--- src/rtl/core/fpid_pkg.sv ---
package fpid_pkg;

    localparam int GRID_POINTS = 101;
    localparam int GRID_SPAN   = GRID_POINTS - 1;
    localparam int GRID_IDX_W  = $clog2(GRID_POINTS);
    localparam int TERMS       = 5;

    // Accumulator widths follow from the number of grid points.
    localparam int NUM_W = GRID_IDX_W + 35;
    localparam int DEN_W = GRID_IDX_W + 18;

    localparam int MUL_W  = 34;
    localparam int PROD_W = 2 * MUL_W;

    localparam logic signed [31:0] Q_ONE      = 32'sd65536;
    localparam logic signed [31:0] PD_OUT_MIN = -32'sd65536;
    localparam logic signed [31:0] PD_OUT_MAX = 32'sd65536;

    localparam logic signed [19:0] G_ONE  = 20'sd65536;
    localparam logic signed [19:0] G_HALF = 20'sd32768;

    typedef enum logic [1:0] {
        OP_STEP  = 2'd0,
        OP_RESET = 2'd1,
        OP_INIT  = 2'd2,
        OP_NONE  = 2'd3
    } op_t;

    typedef enum logic [2:0] {
        REG_ERROR_GAIN    = 3'd0,
        REG_RATE_GAIN     = 3'd1,
        REG_OUTPUT_SCALE  = 3'd2,
        REG_INTEGRAL_GAIN = 3'd3,
        REG_WINDUP_GAIN   = 3'd4,
        REG_OUT_MIN       = 3'd5,
        REG_OUT_MAX       = 3'd6
    } reg_idx_t;

    typedef enum logic [2:0] {
        TERM_NL = 3'd0,
        TERM_NS = 3'd1,
        TERM_ZE = 3'd2,
        TERM_PS = 3'd3,
        TERM_PL = 3'd4
    } term_t;

    typedef struct packed {
        logic busy;
        logic done;
    } div_status_t;

    typedef logic signed [17:0] grid_row_t [GRID_POINTS];

    localparam term_t RULE_TABLE [TERMS][TERMS] = '{
        '{TERM_NL, TERM_NL, TERM_NL, TERM_NS, TERM_ZE},
        '{TERM_NL, TERM_NL, TERM_NS, TERM_ZE, TERM_PS},
        '{TERM_NL, TERM_NS, TERM_ZE, TERM_PS, TERM_PL},
        '{TERM_NS, TERM_ZE, TERM_PS, TERM_PL, TERM_PL},
        '{TERM_ZE, TERM_PS, TERM_PL, TERM_PL, TERM_PL}
    };

    // Grid abscissae from -1 to 1, rounded to nearest with ties upward.
    function automatic grid_row_t make_grid();
        grid_row_t g;
        longint    v;
        for (int k = 0; k < GRID_POINTS; k++)
        begin
            v = (longint'(131072) * longint'(k) + longint'(GRID_SPAN / 2)) / GRID_SPAN;
            g[k] = 18'(v - 65536);
        end
        return g;
    endfunction

    localparam grid_row_t GRID_X = make_grid();

    function automatic logic [16:0] term_grade(input term_t t, input logic signed [17:0] x);
        logic signed [19:0] xe;
        logic signed [19:0] g;
        xe = 20'(x);
        g  = '0;
        case (t)
            TERM_NL:
            begin
                if (xe <= -G_ONE) g = G_ONE;
                else if (xe >= -G_HALF) g = '0;
                else g = (-G_HALF - xe) <<< 1;
            end
            TERM_NS:
            begin
                if (xe <= -G_ONE || xe >= 20'sd0) g = '0;
                else if (xe <= -G_HALF) g = (xe + G_ONE) <<< 1;
                else g = (-xe) <<< 1;
            end
            TERM_ZE:
            begin
                if (xe <= -G_HALF || xe >= G_HALF) g = '0;
                else if (xe <= 20'sd0) g = (xe + G_HALF) <<< 1;
                else g = (G_HALF - xe) <<< 1;
            end
            TERM_PS:
            begin
                if (xe <= 20'sd0 || xe >= G_ONE) g = '0;
                else if (xe <= G_HALF) g = xe <<< 1;
                else g = (G_ONE - xe) <<< 1;
            end
            default:
            begin
                if (xe <= G_HALF) g = '0;
                else if (xe >= G_ONE) g = G_ONE;
                else g = (xe - G_HALF) <<< 1;
            end
        endcase
        return g[16:0];
    endfunction

endpackage

--- src/rtl/core/fpid_div.sv ---
module fpid_div (
    input  logic                         clk,
    input  logic                         rst_n,
    input  logic                         start,
    input  logic [fpid_pkg::NUM_W-1:0]   dividend,
    input  logic [fpid_pkg::DEN_W-1:0]   divisor,
    output logic [fpid_pkg::NUM_W-1:0]   quotient,
    output fpid_pkg::div_status_t        status
);

    localparam int CNT_W = $clog2(fpid_pkg::NUM_W);

    logic                        busy_reg, busy_next;
    logic                        done_reg, done_next;
    logic [CNT_W-1:0]            cnt_reg, cnt_next;
    logic [fpid_pkg::DEN_W-1:0]  rem_reg, rem_next;
    logic [fpid_pkg::NUM_W-1:0]  quo_reg, quo_next;
    logic [fpid_pkg::DEN_W-1:0]  dvs_reg, dvs_next;

    always_comb
    begin
        logic [fpid_pkg::DEN_W:0] shifted;
        logic [fpid_pkg::DEN_W:0] trial;
        busy_next = busy_reg;
        done_next = 1'b0;
        cnt_next  = cnt_reg;
        rem_next  = rem_reg;
        quo_next  = quo_reg;
        dvs_next  = dvs_reg;
        shifted   = {rem_reg, quo_reg[fpid_pkg::NUM_W-1]};
        trial     = shifted - {1'b0, dvs_reg};
        if (start)
        begin
            busy_next = 1'b1;
            cnt_next  = '0;
            rem_next  = '0;
            quo_next  = dividend;
            dvs_next  = divisor;
        end
        else if (busy_reg)
        begin
            // One restoring step per cycle, most significant bit first.
            if (shifted >= {1'b0, dvs_reg})
            begin
                rem_next = trial[fpid_pkg::DEN_W-1:0];
                quo_next = {quo_reg[fpid_pkg::NUM_W-2:0], 1'b1};
            end
            else
            begin
                rem_next = shifted[fpid_pkg::DEN_W-1:0];
                quo_next = {quo_reg[fpid_pkg::NUM_W-2:0], 1'b0};
            end
            cnt_next = cnt_reg + 1'b1;
            if (cnt_reg == CNT_W'(fpid_pkg::NUM_W - 1))
            begin
                busy_next = 1'b0;
                done_next = 1'b1;
            end
        end
    end

    always_ff @(posedge clk or negedge rst_n)
    begin
        if (!rst_n)
        begin
            busy_reg <= 1'b0;
            done_reg <= 1'b0;
        end
        else
        begin
            busy_reg <= busy_next;
            done_reg <= done_next;
        end
    end

    always_ff @(posedge clk)
    begin
        cnt_reg <= cnt_next;
        rem_reg <= rem_next;
        quo_reg <= quo_next;
        dvs_reg <= dvs_next;
    end

    assign quotient    = quo_reg;
    assign status.busy = busy_reg;
    assign status.done = done_reg;

endmodule

--- config.mk ---
export PLATFORM = sky130hd
export DESIGN_NAME = fpid_div
export DESIGN_NICKNAME = d
export VERILOG_FILES = /design/src/rtl/core/fpid_pkg.sv /design/src/rtl/core/fpid_div.sv
export SDC_FILE = /design/constraint.sdc
export NUM_CORES = 1
export LEC_CHECK = 0
export BUFFER_PORTS_ARGS = -buffer_cell sky130_fd_sc_hd__buf_2
export CAP_MARGIN = 20
export CORE_MARGIN = 5
export CORE_UTILIZATION = 55
export CTS_BUF_LIST = sky130_fd_sc_hd__clkbuf_8
export CTS_CLUSTER_SIZE = 40
export DETAILED_ROUTE_END_ITERATION = 8
export PLACE_DENSITY = 0.78
export SLEW_MARGIN = 0
export SYNTH_ARGS = -nofsm -noshare
export SYNTH_HDL_FRONTEND = slang
export SYNTH_SLANG_ARGS = --single-unit
export TNS_END_PERCENT = 20
--- constraint.sdc ---
create_clock -name clk -period 3.35 [get_ports clk]
set_input_delay 0.335 -clock clk [delete_from_list [all_inputs] [get_ports clk]]
set_output_delay 0.335 -clock clk [all_outputs]
set_load 0.01 [all_outputs]
==> run summary, run 1 <==
In the final routed layout, each cell accounts on average for 16.3 µm. At the placement stage, the worst setup path has a slack of 0.230 ns. STA puts the critical path data required time at 3.64 ns. The initial antenna violation count came out at 0. The count of fill cells added during filler insertion came out at 838. After the last flow step, the layout net total stands at 711. Summed over all instances, the cell type with the most area after synthesis is edfxtp_1. Port buffering added 113 buffers. The post-detailed-route via-to-cell ratio came out at 5.59. In this run switching power makes up 25.8% of total power. The area fraction of the dominant cell type after synthesis is 36.3%. In this run the power spent charging and discharging nets is 673 µW. The worst-skew pair later-pin latency came out at 0.39 ns. No sink is reached through more buffers than the 2 on the longest clock path. When the netlist entered floorplanning its net count stood at 599. The floorplan has 36 rows. The total negative slack for setup checks is 0 ns.

The min-delay analysis places its worst path in the category primary input to register. The I/O pin count is 114. The worst setup path is captured at a register. The number of max-capacitance violations reported is 0. Per report_power, the combinational group accounts for 13.9% of the total. The setup slack of the most critical reg-to-reg path came out at 0.24 ns. Counting flops with an async set or reset pin after synthesis yields a share of 2.00%. The number of global-route vias before repair is 4301.

After technology mapping, the gate count stands at 501. The routed design could run at a clock period as short as 3.11 ns. The number of cells on the worst reg-to-reg path came out at 14.

On the final layout, the worst hold slack is 0.112 ns. The first global-routing pass estimated 20400 µm of wire. The sequential cell fraction of total power came out at 55.7%. The register with the most flip-flops in the layout has 42 of them. The analysis attributes to cell leakage a power of 0.00290 µW. The worst hold path cell count came out at 1. The fraction of layout instances using a drive strength above 1 is 31.2%. The worst path uses 92.9% of the clock period. Measured along the x axis, the die boundary spans 110 µm. The y dimension of the die came out at 110 µm. The startpoint identified for the worst hold timing path is divisor[3].

The number of unique standard cell types used by synthesis is 65. Data arrives at the worst endpoint at 3.41 ns. After synthesis the netlist holds a flip-flop and latch count of 100. In this run the clock root is driven by a clkbuf_8.

The capture point of the worst reg-to-reg path is rem_reg[8]. The critical-path maximum fanout came out at 10. TritonCTS built the clock tree. The run finished with clean final reports. Of the synthesized area, sequential elements account for 48.4%. Timing would allow up to 0.321 GHz. The internal portion of the total power is 1930 µW. The number of antenna diodes came out at 0. The Yosys step of the flow raised 0 warnings. Setup repair after global routing left no endpoint under its margin. The number of clock buffers inserted by TritonCTS is 9. The starting density of the core came out at 56.4%. Entering global routing, the biggest net connects 49 pins. The worst ir drop on vdd came out at 448 µV.

The worst clock skew came out at 0.0166 ns. The iteration-0 DRC count of the detailed router is 171. The number of sinks on the clock net came out at 100. The sum of overflow across all layers after global routing is 0. The total of endpoints with negative setup slack in the final report came out at 0. The number of iterations in the first detailed-routing pass came out at 5.

The area of the core is 9820 µm². In the layout the commonest cells are buf_2, edfxtp_1, nor2_1. The worst setup path is of the register to register kind. For hold timing, the worst endpoint is dvs_reg[3].

The floorplan die area came out at 12200 µm². The post-CTS clock slew at the launch and capture registers of the worst setup and hold paths came out at 0.10 ns. The slew at the pin with the worst max-slew slack is 0.595 ns. The hold violation total from the final report came out at 0.

The number of nets with antenna violations after routing is 0. The number of synthesized flops with an enable pin came out at 67. For this run, the share of the core covered by cells in the final layout is 65.0%. The routed layout has 4195 vias. Among all flip-flop cells after synthesis, the most frequent one is edfxtp_1. The number of H-tree levels is 3. The count of pins over their slew limit came out at 0. After detailed routing, the number of remaining DRC violations is 0. Headroom to the max-slew limit came out at 60.3%. The clock network fraction of total power is 30.5%. The HPWL after detailed placement is 9180 µm. The worst setup path is launched from a register. The congestion estimate from routability-driven global placement came to 0.902. The post-detailed-routing wire length is 12200 µm. The overall power consumption is 2610 µW. The post-synth design cell area came out at 5540 µm².

The worst flop-to-flop path startpoint is quotient[41]. The relative area change from synthesis to final layout came out at 15.3%. By area the synthesized netlist is led by edfxtp_1, dfxtp_1, mux2_2, ha_1, nor2_1.

Power spread over the standard cell area amounts to 408 nW/µm². The total global routing track utilization is 21.5%. The synthesized area per cell is 11.1 µm². The library cell used most frequently in the layout, excluding fill and tap cells, is buf_2. The final worst slack is 0.239 ns.
## worst max-delay path, stage by stage (launching register included)
cell	delay, ns
edfxtp_1	0.41
inv_1	0.07
ha_1	0.17
inv_1	0.06
fa_1	0.41
a21o_2	0.25
a22oi_2	0.19
a21oi_2	0.13
a22o_4	0.26
o41ai_4	0.27
buf_4	0.20
buf_4	0.17
nand2_1	0.07
o31a_1	0.10
a211oi_1	0.24
## power by group through the flow
| stage | Sequential, µW | Clock (µW) | Combinational, µW |
|---|---|---|---|
| after floorplan | 1500 | 0 | 196 |
| after global placement | 1480 | 0 | 349 |
| after detailed placement | 1480 | 0 | 360 |
| after CTS | 1450 | 813 | 364 |
| after global routing | 1460 | 869 | 400 |
| final | 1450 | 795 | 361 |
## logic make-up after synthesis
logic type	Yosys count	synth area share, %
simple gates	127	11.0
buf+inv	60	5.56
xor+xnor	19	3.00
flops	100	48.4
compound gates	113	14.8
fa+ha+maj	28	6.46
mux	54	10.7
## area by class of cell
class                   instances  area, µm²  area share [%]
clock buffers                   9        124            1.94
clock inverters                 7       75.1            1.18
inverters                      37        139            2.17
multi-input cells             341       2550            39.9
flip-flops and latches        100       2680            42.0
well taps                     133        166            2.61
repair buffers                124        653            10.2
## cells in the mapped netlist (2+ instances only)
master and count:
nor3_1 6, or3_1 4, a211oi_1 16, o21ai_0 16, a31oi_1 5, nor3b_1 2
a21boi_0 3, and3_1 3, nand2_1 24, mux2i_1 11, a311oi_1 2, a21oi_1 30
clkbuf_8 2, xnor2_1 10, xor2_1 9, and2_1 6, buf_4 4, buf_6 4
mux2_2 42, inv_1 37, dfxtp_1 31, a21o_1 8, o21bai_1 2, nand3_1 5
a21o_2 2, o21a_1 5, nand2b_1 4, nor2_1 50, o31a_1 2, or4_1 2
clkbuf_1 11, ha_1 27, edfxtp_1 67, a41oi_1 2, o31ai_1 2, nor2b_1 6
nand4_1 9, o221ai_1 2, dfrtp_1 2
## routing by layer
| metal | vias to the layer above | track usage [%] | routed length (µm) |
|---|---|---|---|
| met5 | - | 0 | 0 |
| met2 | 138 | 35.2 | 5650 |
| met3 | 14 | 9.90 | 1180 |
| met1 | 1978 | 26.4 | 5220 |
| li1 | 2065 | - | - |
| met4 | 0 | 4.13 | 190 |
## through the flow
step           cells  instance area, µm²
2_1_floorplan    501                5540
6_report         751                6390
4_1_cts          750                6380
5_1_grt          751                6390
3_5_place_dp     733                6170
3_3_place_gp     733                6170
## timing repair
item / in CTS / in global routing
setup buffers: 0 / 1
setup endpoints to repair: 0 / 1
hold buffers: 1 / 0
resized for setup: 0 / 0
hold endpoints to repair: 2 / 0
## worst max path at each step
stage,depth (start not counted),to,startpoint
after detailed placement,13,rem_reg[8],quotient[41]
after global placement,13,rem_reg[5],quotient[41]
after global routing,14,rem_reg[8],quotient[41]
final,14,rem_reg[8],quotient[41]
after CTS,13,rem_reg[8],quotient[41]
after floorplan,13,rem_reg[7],quotient[41]
Power figures use the tool's default switching activity.
==> inputs of run 2 (changes only) <==
--- a/config.mk
+++ b/config.mk
@@ -8,11 +8,11 @@
 export BUFFER_PORTS_ARGS = -buffer_cell sky130_fd_sc_hd__buf_2
 export CAP_MARGIN = 20
 export CORE_MARGIN = 5
-export CORE_UTILIZATION = 55
+export CORE_UTILIZATION = 52
 export CTS_BUF_LIST = sky130_fd_sc_hd__clkbuf_8
 export CTS_CLUSTER_SIZE = 40
 export DETAILED_ROUTE_END_ITERATION = 8
-export PLACE_DENSITY = 0.78
+export PLACE_DENSITY = 0.77
 export SLEW_MARGIN = 0
 export SYNTH_ARGS = -nofsm -noshare
 export SYNTH_HDL_FRONTEND = slang
==> constraint.sdc (replaced) <==
create_clock -name clk -period 2.6 [get_ports clk]
set_input_delay 0.26 -clock clk [delete_from_list [all_inputs] [get_ports clk]]
set_output_delay 0.26 -clock clk [all_outputs]
set_load 0.01 [all_outputs]
==> run 2 against run 1 <==
The flow now finishes with violations (setup timing). Final cell count grew 7.7%. Largest cell class unchanged. Non-clock buffer count is 55 higher. Routed wire length is 6.2% higher. Hold slack worse by 0.082 ns. Sequential power up 28%. Via count rose by 5.6%. Worst setup slack lost 0.51 ns. Sequential share of layout area fell by 3.3 points. Combinational power increased by 48%.
==> run summary, run 2 (synthesized netlist as in run 1, its figures left out) <==
The total global routing track utilization came out at 20.8% (was 21.5%). The worst-skew pair later-pin latency came out at 0.40 ns (was 0.39 ns). The number of H-tree levels came to 3 (unchanged).

The number of nets at the end of the flow came out at 766 (was 711). Commonest non-fill, non-tap cells in the layout: buf_2, edfxtp_1, buf_4 (was buf_2, edfxtp_1, nor2_1). The sequential cell fraction of total power was 53.6% (was 55.7%). The average wire length per cell after detail routing came to 16.1 µm (was 16.3 µm). The area of the core was 10400 µm² (was 9820 µm²).

The final cycle utilization of the critical path is 110% (was 92.9%). The switching power summed over all nets came to 919 µW (was 673 µW). The switching fraction of total power is 26.4% (was 25.8%). The fmax was 0.349 GHz (was 0.321 GHz). The count of pins over their slew limit came out at 0 (unchanged). Status: finished with violations (was finished, final reports clean). The width of the chip is 113 µm (was 110 µm). The clock network fraction of total power came out at 31.1% (was 30.5%). The kind of end point of the critical path is a register (unchanged).

The iteration-0 DRC count of the detailed router came out at 289 (was 171). The critical setup path kind was register to register (unchanged). The y dimension of the die is 113 µm (was 110 µm). The placed standard-cell area is 6590 µm² (was 6170 µm²).

The worst hold slack is 0.0302 ns (was 0.112 ns). The starting density of the core is 53.4% (was 56.4%). The number of clock buffers inserted by TritonCTS came out at 9 (unchanged).

The relative area change from synthesis to final layout came out at 25.1% (was 15.3%). The number of global-route vias before repair came out at 4574 (was 4301). The power density over the cells came out at 502 nW/µm² (was 408 nW/µm²). The worst clock skew is 0.0164 ns (was 0.0166 ns).

The number of flip-flops in the largest register came out at 42 (unchanged). The combinational cell fraction of total power came to 15.4% (was 13.9%). The worst min-delay path category was primary input to register (unchanged). The critical-path maximum fanout was 17 (was 10). The worst max-slew margin expressed relative to the limit came out at 62.6% (was 60.3%). The overall power consumption was 3480 µW (was 2610 µW). The number of nets with antenna violations after routing is 0 (unchanged). The I/O pin count came out at 114 (unchanged). The sum of overflow across all layers after global routing is 0 (unchanged). The maximum number of buffers from clock root to sink came to 2 (unchanged). The number of max-capacitance violations reported is 0 (unchanged). The post-CTS clock slew at the launch and capture registers of the worst setup and hold paths is 0.11 ns (was 0.10 ns). The CTS tree is done (unchanged). The number of sinks on the clock net is 100 (unchanged). The number of antenna diodes came to 0 (unchanged).

Setup repair after global routing missed its margin: yes (was no). The worst path arrival time is 3.19 ns (was 3.41 ns). The weighted congestion at the end of routability-driven global placement is 1.00 (was 0.902). The final worst slack is -0.266 ns (was 0.239 ns). The total instance count after detailed placement came out at 786 (was 733). The data required time at the worst endpoint came out at 2.92 ns (was 3.64 ns).

The most common cell after layout, fill and taps aside was buf_2 (unchanged). The standard-cell row count is 37 (was 36). The hold violation total from the final report was 0 (unchanged). The total of endpoints with negative setup slack in the final report is 26 (was 0).

The cell leakage power came to 0.00320 µW (was 0.00290 µW). The minimum clock period was 2.87 ns (was 3.11 ns). The final non-filler cell area is 6930 µm² (was 6390 µm²). The total DRC errors in the routed layout was 0 (unchanged). The wire length of the first global-routing pass is 21500 µm (was 20400 µm). The startpoint type of the worst setup path is a register (unchanged). The checks that failed: setup timing. The floorplan die area is 12800 µm² (was 12200 µm²). The fraction of layout instances using a drive strength above 1 is 38.5% (was 31.2%).

The slew at the pin with the worst max-slew slack is 0.562 ns (was 0.595 ns). The worst ir drop on vdd is 448 µV (about the same). The pin count of the biggest net entering global routing came to 73 (was 49).

The post-detailed-route via-to-cell ratio is 5.47 (was 5.59). The initial antenna violation count came to 0 (unchanged). The number of iterations in the first detailed-routing pass came out at 7 (was 5).

The post-detailed-routing wire length is 13000 µm (was 12200 µm). The number of cells in the finished layout apart from fillers is 809 (was 751). The number of buffers added on ports was 113 (unchanged).

The final HPWL from detailed placement is 9640 µm (was 9180 µm). The master cell of the clock root buffer is clkbuf_8 (unchanged). The internal cell power came out at 2560 µW (was 1930 µW).

The count of vias placed by the detailed router is 4429 (was 4195).
## run 2: critical path, stage by stage (launching register included)
cell,delay (ns)
edfxtp_1,0.39
inv_1,0.08
ha_2,0.18
inv_2,0.04
fa_2,0.33
a21o_2,0.23
a22oi_2,0.16
a21oi_2,0.10
a22o_4,0.26
o41ai_4,0.26
buf_4,0.22
buf_12,0.15
nand2_1,0.06
o31a_1,0.11
a211oi_1,0.22
## run 2: final timing paths
path | startpoint | end | slack, ns | cells after the start
min | divisor[4] | dvs_reg[4] | 0.03 | 1
max | quotient[41] | rem_reg[5] | -0.27 | 14
min reg2reg | cnt_reg[5] | cnt_reg[5] | 0.51 | 2
max reg2reg | quotient[41] | rem_reg[5] | -0.27 | 14
max in group asynchronous | rst_n | busy_reg | 2.33 | 2
min in group asynchronous | rst_n | done_reg | 0.17 | 2
## run 2: what timing repair did
action                                  4_1_cts  5_1_grt
gates resized for setup                       6       12
endpoints found under the setup margin       26       26
buffers inserted                              2        4
pin swaps                                    10        8
hold buffers                                  1        0
hold endpoints to repair                      2        0
## run 2: power groups by stage
stage | clock, µW | sequential [µW] | combinational (µW)
2_1_floorplan | 0 | 1930 | 253
3_3_place_gp | 0 | 1900 | 502
3_5_place_dp | 0 | 1900 | 521
4_1_cts | 1110 | 1870 | 531
5_1_grt | 1170 | 1880 | 585
6_report | 1080 | 1860 | 534
## run 2: cell type report
| cell class | instances | area, µm² |
|---|---|---|
| clock buffer | 9 | 124 |
| clock inverter | 7 | 91.3 |
| fill | 830 | 3440 |
| inverter | 37 | 139 |
| multi-input combinational | 341 | 2600 |
| sequential | 100 | 2680 |
| tap | 136 | 170 |
| timing repair buffer | 179 | 1120 |
## run 2: through the flow
stage | util, % | TNS, ns | setup WS, ns
after global routing | 66.8 | -8.58 | -0.421
after global placement | 63.5 | -2.32 | -0.195
after floorplan | - | -2.80 | -0.216
after CTS | 66.0 | -4.92 | -0.294
after detailed placement | 63.5 | -4.34 | -0.268
final | 66.8 | -4.82 | -0.266
## run 2: metal layers
layer,track usage (%),up-vias,part of all wire [%]
met5,0,-,0
met4,7.21,0,1.9
met3,5.24,24,6.0
met2,35.5,135,50
met1,25.6,2093,42
li1,-,2177,-
